<file path="src/svf_pkg.sv">
package svf_pkg;

  localparam int SVF_QUEUE_DEPTH = 2;
  localparam logic [15:0] SVF_POLY_RESET = 16'h1021;
  localparam logic [7:0] SVF_SYNC = 8'hA5;

  typedef enum logic [3:0] {
    OP_WR_SPEED    = 4'd0,
    OP_WR_CURRENT  = 4'd1,
    OP_WR_POSITION = 4'd2,
    OP_RD_CURRENT  = 4'd3,
    OP_RD_SPEED    = 4'd4,
    OP_RD_POSITION = 4'd5,
    OP_ACCESS      = 4'd6,
    OP_ENABLE      = 4'd7,
    OP_DISABLE     = 4'd8
  } op_t;

  localparam logic [7:0] CTRL_RD = 8'h01;
  localparam logic [7:0] CTRL_WR = 8'h02;
  localparam logic [7:0] CODE_WRITE = 8'h45;
  localparam logic [7:0] CODE_RD_CURRENT = 8'h10;
  localparam logic [7:0] CODE_RD_SPEED = 8'h11;
  localparam logic [7:0] CODE_RD_POSITION = 8'h12;
  localparam logic [7:0] CODE_ACCESS = 8'h07;
  localparam logic [7:0] CODE_BRIDGE = 8'h01;
  localparam logic [7:0] ACCESS_KEY = 8'h0F;

  // Payload length in bytes: none, two or four.
  typedef enum logic [2:0] {
    PL_NONE = 3'd0,
    PL_TWO  = 3'd2,
    PL_FOUR = 3'd4
  } pl_t;

  localparam logic [3:0] POS_HDR_CRC_HI = 4'd6;
  localparam logic [3:0] POS_HDR_CRC_LO = 4'd7;
  localparam logic [3:0] POS_PAYLOAD = 4'd8;

  typedef struct packed {
    logic [7:0]  addr;
    logic [7:0]  ctrl;
    logic [7:0]  code;
    logic [7:0]  fidx;
    logic [7:0]  words;
    logic [31:0] payload;
    pl_t         paylen;
  } desc_t;

  // Direct-form CRC-16 over one byte, MSB first. With zero init this gives
  // the same value as the augmented form followed by two zero bytes.
  function automatic logic [15:0] crc_byte(input logic [15:0] acc_in,
                                           input logic [7:0] data,
                                           input logic [15:0] poly);
    logic [15:0] acc;
    logic        top;
    acc = acc_in;
    for (int k = 7; k >= 0; k--) begin
      top = acc[15] ^ data[k];
      acc = {acc[14:0], 1'b0};
      if (top) begin
        acc = acc ^ poly;
      end
    end
    return acc;
  endfunction

endpackage

</file>
<file path="src/svf_if.sv">
interface svf_req_if;
  logic               valid;
  logic               ready;
  logic [3:0]         operation;
  logic [7:0]         address;
  logic [7:0]         index;
  logic signed [31:0] value;

  modport source(output valid, output operation, output address, output index,
                 output value, input ready);
  modport sink(input valid, input operation, input address, input index,
               input value, output ready);
endinterface

interface svf_byte_if;
  logic       valid;
  logic       ready;
  logic [7:0] frame_byte;
  logic       last_byte;

  modport source(output valid, output frame_byte, output last_byte, input ready);
  modport sink(input valid, input frame_byte, input last_byte, output ready);
endinterface

</file>
<file path="src/svf_front.sv">
module svf_front
  import svf_pkg::*;
(
  svf_req_if.sink in_req,
  input  logic    q_full,
  output logic    push,
  output desc_t   push_desc
);

  logic known;

  assign in_req.ready = !q_full;

  always_comb begin
    known = 1'b1;
    push_desc.addr = in_req.address;
    push_desc.ctrl = CTRL_WR;
    push_desc.code = CODE_BRIDGE;
    push_desc.fidx = 8'h00;
    push_desc.words = 8'h01;
    push_desc.payload = 32'h0;
    push_desc.paylen = PL_TWO;
    unique case (op_t'(in_req.operation))
      OP_WR_SPEED, OP_WR_CURRENT, OP_WR_POSITION: begin
        push_desc.code = CODE_WRITE;
        push_desc.fidx = in_req.index;
        push_desc.words = 8'h02;
        push_desc.payload = in_req.value;
        push_desc.paylen = PL_FOUR;
      end
      OP_RD_CURRENT: begin
        push_desc.ctrl = CTRL_RD;
        push_desc.code = CODE_RD_CURRENT;
        push_desc.fidx = 8'h03;
        push_desc.paylen = PL_NONE;
      end
      OP_RD_SPEED: begin
        push_desc.ctrl = CTRL_RD;
        push_desc.code = CODE_RD_SPEED;
        push_desc.fidx = 8'h02;
        push_desc.words = 8'h02;
        push_desc.paylen = PL_NONE;
      end
      OP_RD_POSITION: begin
        push_desc.ctrl = CTRL_RD;
        push_desc.code = CODE_RD_POSITION;
        push_desc.words = 8'h02;
        push_desc.paylen = PL_NONE;
      end
      OP_ACCESS: begin
        push_desc.code = CODE_ACCESS;
        push_desc.payload = {24'h0, ACCESS_KEY};
      end
      OP_ENABLE: begin
        push_desc.payload = 32'h0;
      end
      OP_DISABLE: begin
        push_desc.payload = 32'h1;
      end
      default: begin
        known = 1'b0;
      end
    endcase
  end

  // Unknown operations are taken and dropped without a frame.
  assign push = in_req.valid && !q_full && known;

endmodule

</file>
<file path="src/svf_queue.sv">
module svf_queue
  import svf_pkg::*;
#(
  parameter int DEPTH = SVF_QUEUE_DEPTH
) (
  input  logic  clk,
  input  logic  rst_n,
  input  logic  push,
  input  desc_t push_desc,
  input  logic  pop,
  output desc_t head_desc,
  output logic  full,
  output logic  empty
);

  localparam int PW = (DEPTH > 1) ? $clog2(DEPTH) : 1;
  localparam int CW = $clog2(DEPTH + 1);

  desc_t         entry_r [DEPTH];
  logic [PW-1:0] wr_ptr_r, wr_ptr_nxt;
  logic [PW-1:0] rd_ptr_r, rd_ptr_nxt;
  logic [CW-1:0] count_r, count_nxt;
  logic          do_push, do_pop;

  assign full = (count_r == CW'(DEPTH));
  assign empty = (count_r == '0);
  assign do_push = push && !full;
  assign do_pop = pop && !empty;
  assign head_desc = entry_r[rd_ptr_r];

  always_comb begin
    wr_ptr_nxt = wr_ptr_r;
    rd_ptr_nxt = rd_ptr_r;
    count_nxt = count_r;
    if (do_push) begin
      wr_ptr_nxt = (wr_ptr_r == PW'(DEPTH - 1)) ? '0 : wr_ptr_r + 1'b1;
    end
    if (do_pop) begin
      rd_ptr_nxt = (rd_ptr_r == PW'(DEPTH - 1)) ? '0 : rd_ptr_r + 1'b1;
    end
    if (do_push && !do_pop) begin
      count_nxt = count_r + 1'b1;
    end else if (do_pop && !do_push) begin
      count_nxt = count_r - 1'b1;
    end
  end

  always_ff @(posedge clk) begin
    if (!rst_n) begin
      wr_ptr_r <= '0;
      rd_ptr_r <= '0;
      count_r <= '0;
    end else begin
      wr_ptr_r <= wr_ptr_nxt;
      rd_ptr_r <= rd_ptr_nxt;
      count_r <= count_nxt;
    end
  end

  always_ff @(posedge clk) begin
    if (do_push) begin
      entry_r[wr_ptr_r] <= push_desc;
    end
  end

endmodule

</file>
<file path="src/svf_back.sv">
module svf_back
  import svf_pkg::*;
(
  input  logic        clk,
  input  logic        rst_n,
  input  logic [15:0] poly,
  input  desc_t       head_desc,
  input  logic        empty,
  output logic        pop,
  svf_byte_if.source  out_byte
);

  logic [3:0]  pos_r, pos_nxt;
  logic [15:0] crc_r;
  logic [7:0]  crc_lo_r;
  logic [15:0] crc_cur;
  logic [3:0]  pos_crc_hi, pos_last;
  logic        at_crc_hi, at_crc_lo, is_last, take;
  logic [7:0]  byte_val;

  // The running CRC covers every byte emitted so far in this frame.
  assign crc_cur = (pos_r == '0) ? 16'h0 : crc_r;
  assign pos_crc_hi = POS_PAYLOAD + {1'b0, head_desc.paylen};
  assign pos_last = (head_desc.paylen == PL_NONE) ? POS_HDR_CRC_LO : pos_crc_hi + 4'd1;
  assign at_crc_hi = (pos_r == POS_HDR_CRC_HI) ||
                     ((head_desc.paylen != PL_NONE) && (pos_r == pos_crc_hi));
  assign at_crc_lo = (pos_r == POS_HDR_CRC_LO) || (pos_r == pos_last);
  assign is_last = (pos_r == pos_last);

  always_comb begin
    case (pos_r)
      4'd0: byte_val = SVF_SYNC;
      4'd1: byte_val = head_desc.addr;
      4'd2: byte_val = head_desc.ctrl;
      4'd3: byte_val = head_desc.code;
      4'd4: byte_val = head_desc.fidx;
      4'd5: byte_val = head_desc.words;
      default: begin
        if (at_crc_hi) begin
          byte_val = crc_cur[15:8];
        end else if (at_crc_lo) begin
          byte_val = crc_lo_r;
        end else begin
          byte_val = head_desc.payload[8*pos_r[1:0] +: 8];
        end
      end
    endcase
  end

  assign out_byte.valid = !empty;
  assign out_byte.frame_byte = byte_val;
  assign out_byte.last_byte = is_last;
  assign take = out_byte.valid && out_byte.ready;
  assign pop = take && is_last;

  always_comb begin
    pos_nxt = pos_r;
    if (take) begin
      pos_nxt = is_last ? '0 : pos_r + 4'd1;
    end
  end

  always_ff @(posedge clk) begin
    if (!rst_n) begin
      pos_r <= '0;
    end else begin
      pos_r <= pos_nxt;
    end
  end

  always_ff @(posedge clk) begin
    if (take) begin
      crc_r <= crc_byte(crc_cur, byte_val, poly);
      if (at_crc_hi) begin
        crc_lo_r <= crc_cur[7:0];
      end
    end
  end

endmodule

</file>
<file path="src/servo_drive_command_framer_top.sv">
// Servo drive command framer.
// in_req takes one drive command request (operation, address, index, value);
// out_byte delivers the serial frame one byte per item, with last_byte set on
// the final byte. Frames are 8 bytes for reads, 12 for access/enable/disable
// and 14 for writes, each with a header CRC and, when a payload follows, a
// second CRC over everything before it. Unknown operations are taken and
// produce no frame.
// The first byte of a frame is offered once its request has been written into
// the queue and any frames ahead of it have gone out; after that one byte
// leaves per cycle while out_byte.ready is high. A small request queue sits
// between the classifier and the emitter, so new requests are taken while a
// frame is still going out.
// When the receiver stalls, the offered byte holds and the queue fills; then
// in_req.ready drops. Reset empties the queue, restarts the byte counter and
// loads the CRC polynomial with 0x1021. cfg_we writes the polynomial and
// must only be used while no frame is pending.
module servo_drive_command_framer_top
  import svf_pkg::*;
#(
  parameter int QUEUE_DEPTH = SVF_QUEUE_DEPTH
) (
  input  logic        clk,
  input  logic        rst_n,
  input  logic        cfg_we,
  input  logic [15:0] cfg_wdata,
  svf_req_if.sink     in_req,
  svf_byte_if.source  out_byte
);

  logic [15:0] poly_r;
  logic        q_full, q_empty, push, pop;
  desc_t       push_desc, head_desc;

  always_ff @(posedge clk) begin
    if (!rst_n) begin
      poly_r <= SVF_POLY_RESET;
    end else if (cfg_we) begin
      poly_r <= cfg_wdata;
    end
  end

  svf_front u_front (
    .in_req    (in_req),
    .q_full    (q_full),
    .push      (push),
    .push_desc (push_desc)
  );

  svf_queue #(
    .DEPTH (QUEUE_DEPTH)
  ) u_queue (
    .clk       (clk),
    .rst_n     (rst_n),
    .push      (push),
    .push_desc (push_desc),
    .pop       (pop),
    .head_desc (head_desc),
    .full      (q_full),
    .empty     (q_empty)
  );

  svf_back u_back (
    .clk       (clk),
    .rst_n     (rst_n),
    .poly      (poly_r),
    .head_desc (head_desc),
    .empty     (q_empty),
    .pop       (pop),
    .out_byte  (out_byte)
  );

endmodule

</file>
<file path="src/flat_wrapper.sv">
// flat-port wrapper written by rule: the top's interface ports become plain ports
module servo_drive_command_framer_top_flat import svf_pkg::*;
#(
  parameter int QUEUE_DEPTH = SVF_QUEUE_DEPTH
)
  (clk, rst_n, cfg_we, cfg_wdata, in_req_valid, in_req_operation, in_req_address, in_req_index, in_req_value, in_req_ready, out_byte_valid, out_byte_frame_byte, out_byte_last_byte, out_byte_ready);
  svf_req_if in_req_i ();
  svf_byte_if out_byte_i ();
  input  logic clk;
  input  logic rst_n;
  input  logic cfg_we;
  input  logic [15:0] cfg_wdata;
  input wire logic [$bits(in_req_i.valid)-1:0] in_req_valid;
  input wire logic [$bits(in_req_i.operation)-1:0] in_req_operation;
  input wire logic [$bits(in_req_i.address)-1:0] in_req_address;
  input wire logic [$bits(in_req_i.index)-1:0] in_req_index;
  input wire logic [$bits(in_req_i.value)-1:0] in_req_value;
  output wire logic [$bits(in_req_i.ready)-1:0] in_req_ready;
  output wire logic [$bits(out_byte_i.valid)-1:0] out_byte_valid;
  output wire logic [$bits(out_byte_i.frame_byte)-1:0] out_byte_frame_byte;
  output wire logic [$bits(out_byte_i.last_byte)-1:0] out_byte_last_byte;
  input wire logic [$bits(out_byte_i.ready)-1:0] out_byte_ready;
  assign in_req_i.valid = in_req_valid;
  assign in_req_i.operation = in_req_operation;
  assign in_req_i.address = in_req_address;
  assign in_req_i.index = in_req_index;
  assign in_req_i.value = in_req_value;
  assign in_req_ready = in_req_i.ready;
  assign out_byte_valid = out_byte_i.valid;
  assign out_byte_frame_byte = out_byte_i.frame_byte;
  assign out_byte_last_byte = out_byte_i.last_byte;
  assign out_byte_i.ready = out_byte_ready;
  servo_drive_command_framer_top #(.QUEUE_DEPTH(QUEUE_DEPTH)) u_core (.clk(clk), .rst_n(rst_n), .cfg_we(cfg_we), .cfg_wdata(cfg_wdata), .in_req(in_req_i), .out_byte(out_byte_i));
endmodule
</file>
<file path="config.mk">
export PLATFORM = sky130hd
export DESIGN_NAME = servo_drive_command_framer_top_flat
export DESIGN_NICKNAME = d
export VERILOG_FILES = /design/src/svf_pkg.sv /design/src/svf_if.sv /design/src/svf_front.sv /design/src/svf_queue.sv /design/src/svf_back.sv /design/src/servo_drive_command_framer_top.sv /design/src/flat_wrapper.sv
export SDC_FILE = /design/constraint.sdc
export NUM_CORES = 1
export LEC_CHECK = 0
export ABC_AREA = 1
export BUFFER_PORTS_ARGS = -buffer_cell sky130_fd_sc_hd__buf_4
export CAP_MARGIN = 20
export CORE_MARGIN = 3
export CORE_UTILIZATION = 45
export CTS_BUF_LIST = sky130_fd_sc_hd__clkbuf_4 sky130_fd_sc_hd__clkbuf_8 sky130_fd_sc_hd__clkbuf_16
export DETAILED_ROUTE_END_ITERATION = 12
export PLACE_DENSITY = 0.71
export SLEW_MARGIN = 20
export SYNTH_ARGS = -nofsm -noshare
export SYNTH_HDL_FRONTEND = slang
export SYNTH_HIERARCHICAL = 1
export SYNTH_SLANG_ARGS = --single-unit
</file>
<file path="constraint.sdc">
create_clock -name clk -period 13.8 [get_ports clk]
set_input_delay 0 -clock clk [delete_from_list [all_inputs] [get_ports clk]]
set_output_delay 0 -clock clk [all_outputs]
set_load 0.02 [all_outputs]
</file>
==> results.md <==
| Metric | Value | Unit |
| --- | --- | --- |
| Sort of element at the start of the critical path | flip-flop | - |
| Final weighted congestion of routability-driven global placement | 0.9251 | - |
| Unique masters post-synth | 47 | - |
| Unrepaired setup endpoints after global routing | false | - |
| Crit. End Element | flip-flop | - |
| Number of instances in the synthesized netlist | 1416 | - |
| Number of fillers in the final layout | 2184 | - |
| Initial antenna violation count | 0 | - |
| Number of inserted diodes | 0 | - |
| Startpoint of the worst hold path | in_req_operation[0] | - |
| Router iterations before antenna repair | 8 | - |
| Die extent in y | 170.5 | um |
| Dominant cells by area after synthesis | edfxtp_1 43%, nand2_1 11%, mux2_4 6.2% | - |
| Fin util | 55.03 | % |
| Final HPWL from detailed placement | 20560 | um |
| Number of enable flip-flop cells after synthesis | 174 | - |
| Comb power frac | 43.0 | % |
| Clock Pin Slew Worst Setup and Hold Paths | 0.08 | ns |
| Worst path most repeated cell | nand2_2 | - |
| Number of setup buffers added after CTS | 0 | - |
| Primary flip-flop cell chosen by synthesis mapping | edfxtp_1 | - |
| Area of the die | 29090 | um^2 |
| Routed via count divided by cell count | 5.159 | - |
| Post-Route WL | 30950 | um |
| Cell area after layout | 14500 | um^2 |
| Kind of cell adding the most delay to the critical path | simple AND/OR/NAND/NOR gates | - |
| Final Skew | 0.01776 | ns |
| Number of max-slew violations in the final report | 0 | - |
| Clock insertion delay at the later pin of the skew report | 0.44 | ns |
| Mean instance size in the synthesized netlist | 8.605 | um^2 |
| Switching part of the total power | 41.52 | % |
| Leakage power total | 6.642 | nW |
| Number of port buffers | 83 | - |
| Net switching power of the design | 934.6 | uW |
| Total power draw | 2.251 | mW |
| Via Count | 9879 | - |
| Clock tree from TritonCTS | built | - |
| DIE WIDTH | 170.5 | um |
| Most common library cell in the layout ignoring fill and taps | nand2_1 | - |
| Top cell type's share of synthesized area | 42.88 | % |
| Upper clock frequency limit | 143.5 | MHz |
| Synth warnings | 6 | - |
| FF+latch count, synth | 199 | - |
| Initial core utilization | 46.23 | % |
| GRT Overall Usage | 21.30 | % |
| Share of synthesized flip-flops with an asynchronous set or reset | 0 | % |
| Share of total power in sequential cells | 33.3 | % |
| FP Rows | 59 | - |
| CP arrival | 7.17 | ns |
| Cell-internal power | 1.316 | mW |
| Slowest stage cell, crit path | buf_4 | - |
| Antenna violation net count after detailed routing | 0 | - |
| Fraction of layout instances using a drive strength above 1 | 16.46 | % |
| Clock buffer depth | 2 | - |
| Netlist area before placement | 12180 | um^2 |
| Number of endpoints failing setup at the final stage | 0 | - |
| Portion of total power attributed to the clock network | 23.8 | % |
| Data required time at the worst endpoint | 14.00 | ns |
| Count of H-tree levels built during CTS | 4 | - |
| Worst voltage drop across the vdd grid | 103.1 | uV |
| Post-layout net count | 1647 | - |
| Hold Slack | 0.02439 | ns |
| DRC viols | 0 | - |
| Global-route wire length before repair | 48740 | um |
| Area Overhead vs Synth | 19.03 | % |
| Cell taking the most area after synthesis | edfxtp_1 | - |
| Largest net degree at the start of global routing | 76 | - |
| Part of the Yosys area used for sequential elements | 46.99 | % |
| Type of the worst min-delay path | primary input to flip-flop | - |
| Max-cap check violation count | 0 | - |
| Ports | 84 | - |
| Number of sinks handled by clock tree synthesis | 199 | - |
| Critical R2R Capture | u_core/u_back/crc_r[10] | - |
| Buffers & Inverters on Critical Path | 5 | - |
| Register-to-register setup slack | 6.83 | ns |
| Most frequent cells in the layout | 368 x nand2_1, 187 x inv_1, 174 x edfxtp_1, 165 x nor2_1, 116 x nand3_1 | - |
| Floorplan core area | 26350 | um^2 |
| Largest fanout of any net on the critical path | 51 | - |
| Ratio of final minimum period to clock period | 50.49 | % |
| Initial detailed-routing violation count | 884 | - |
| Post-detailed-route wirelength per cell | 16.16 | um |
| Power density normalized to cell area | 155.2 | nW/um^2 |
| Number of global-route vias before repair | 9523 | - |
| Cell count of the worst reg-to-reg path | 37 | - |
| Status | completed | - |
| Hold Violations, Final | 0 | - |
| Transition time of the tightest slew-check pin | 1.044 | ns |
| Largest stage delay, worst path | 0.72 | ns |
| Root cell of the clock tree | clkbuf_16 | - |
| Endpoint, Worst Hold | u_core/u_queue/entry_r[0][51] | - |
| Placement-stage cell area | 12780 | um^2 |
| Inserted Clock Buffers | 17 | - |
| Worst hold stages | 5 | - |
| Setup tns final | 0 | ns |
| GR Overflow Total | 0 | - |
| Worst max-slew margin expressed relative to the limit | 30.39 | % |
| Time the worst path needs with I/O delays and setup | 6.968 | ns |
| Critical path class | flip-flop to flip-flop | - |
Yosys cell counts, types with 4 or more instances:
master and n:
a21oi_1 16, nand2_4 4, nand3_1 116, o21ai_1 7, buf_2 20, nor2_2 12, xnor2_1 14, buf_4 29
clkbuf_1 9, nand4_1 17, edfxtp_1 174, dfxtp_1 25, mux2_2 25, ha_1 7, mux2_4 50, xor2_1 32
nand3_2 7, nand2_2 20, nand2_1 368, a22o_1 4, inv_1 187, inv_2 12, o21ai_0 45, buf_6 17
nor2_1 167
per-layer routing:
layer	vias to the layer above	global-route usage (%)	part of all wire (%)
met5	-	0	0
met4	0	7.019	2.3
met3	51	3.489	6.7
met2	396	34.99	48
met1	4603	28.92	43
li1	4829	-	-
cell type report:
cell class	count	area, um^2	share of cell area [%]
timing repair buffer	194	1724	11.89
sequential	199	5729	39.50
multi-input combinational	955	5225	36.03
tap	335	419.2	2.890
inverter	200	753.2	5.194
clock buffer	17	425.4	2.933
clock inverter	15	226.5	1.562
power by group through the flow:
stage / registers [mW] / logic [mW] / clock network, mW
2_1_floorplan: 0.743 / 0.752 / 0
5_1_grt: 0.752 / 1.08 / 0.566
3_3_place_gp: 0.760 / 0.893 / 0
6_report: 0.749 / 0.967 / 0.535
3_5_place_dp: 0.761 / 0.909 / 0
4_1_cts: 0.748 / 0.940 / 0.544
kinds of logic (layout without fill, tap and decap cells):
kind of cell / after synthesis / after routing / share of synthesized area, %
AOI/OAI and AO/OA: 91 / 91 / 4.364
DFF: 199 / 199 / 46.99
buffers and inverters: 277 / 426 / 10.71
other: 1 / 16 / 0.03078
xor gates and xnor gates: 46 / 46 / 3.307
muxes: 75 / 75 / 8.472
adders and majority gates: 7 / 7 / 0.7188
and+or+nand+nor: 720 / 720 / 25.41
repair_timing:
action | in CTS | in global routing
resized for setup | 0 | 0
hold buffers | 107 | 0
hold endpoints to repair | 122 | 0
state kept, by name, summed over array words and instances, names as in the netlist, named ones only:
register	count
u_core/poly_r	16
u_core/u_back/crc_lo_r	8
u_core/u_back/crc_r	16
u_core/u_back/pos_r	4
u_core/u_queue/count_r	2
u_core/u_queue/entry_r	150
u_core/u_queue/rd_ptr_r	1
u_core/u_queue/wr_ptr_r	1
tightest hold or removal path: cells and delay by family:
kind | cells | cell delay [ns]
and+or+nand+nor | 4 | 0.25
buffers and inverters | 1 | 0.10
through the flow:
stage	instances	setup slack, ns
finish	1915	6.832
detailed placement	1776	6.908
floorplan	1431	9.289
CTS	1915	6.891
global route	1915	6.169
global placement	1776	7.097
worst max-delay path by stage:
stage	to	slack, ns	cells past startpoint
2_1_floorplan	u_core/u_back/crc_r[12]	9.29	34
3_3_place_gp	u_core/u_back/crc_r[14]	7.10	37
3_5_place_dp	u_core/u_back/crc_r[10]	6.91	37
4_1_cts	u_core/u_back/crc_r[8]	6.89	37
5_1_grt	u_core/u_back/crc_r[15]	6.17	37
6_report	u_core/u_back/crc_r[10]	6.83	37
No activity file was read; power rests on OpenSTA's default activity.
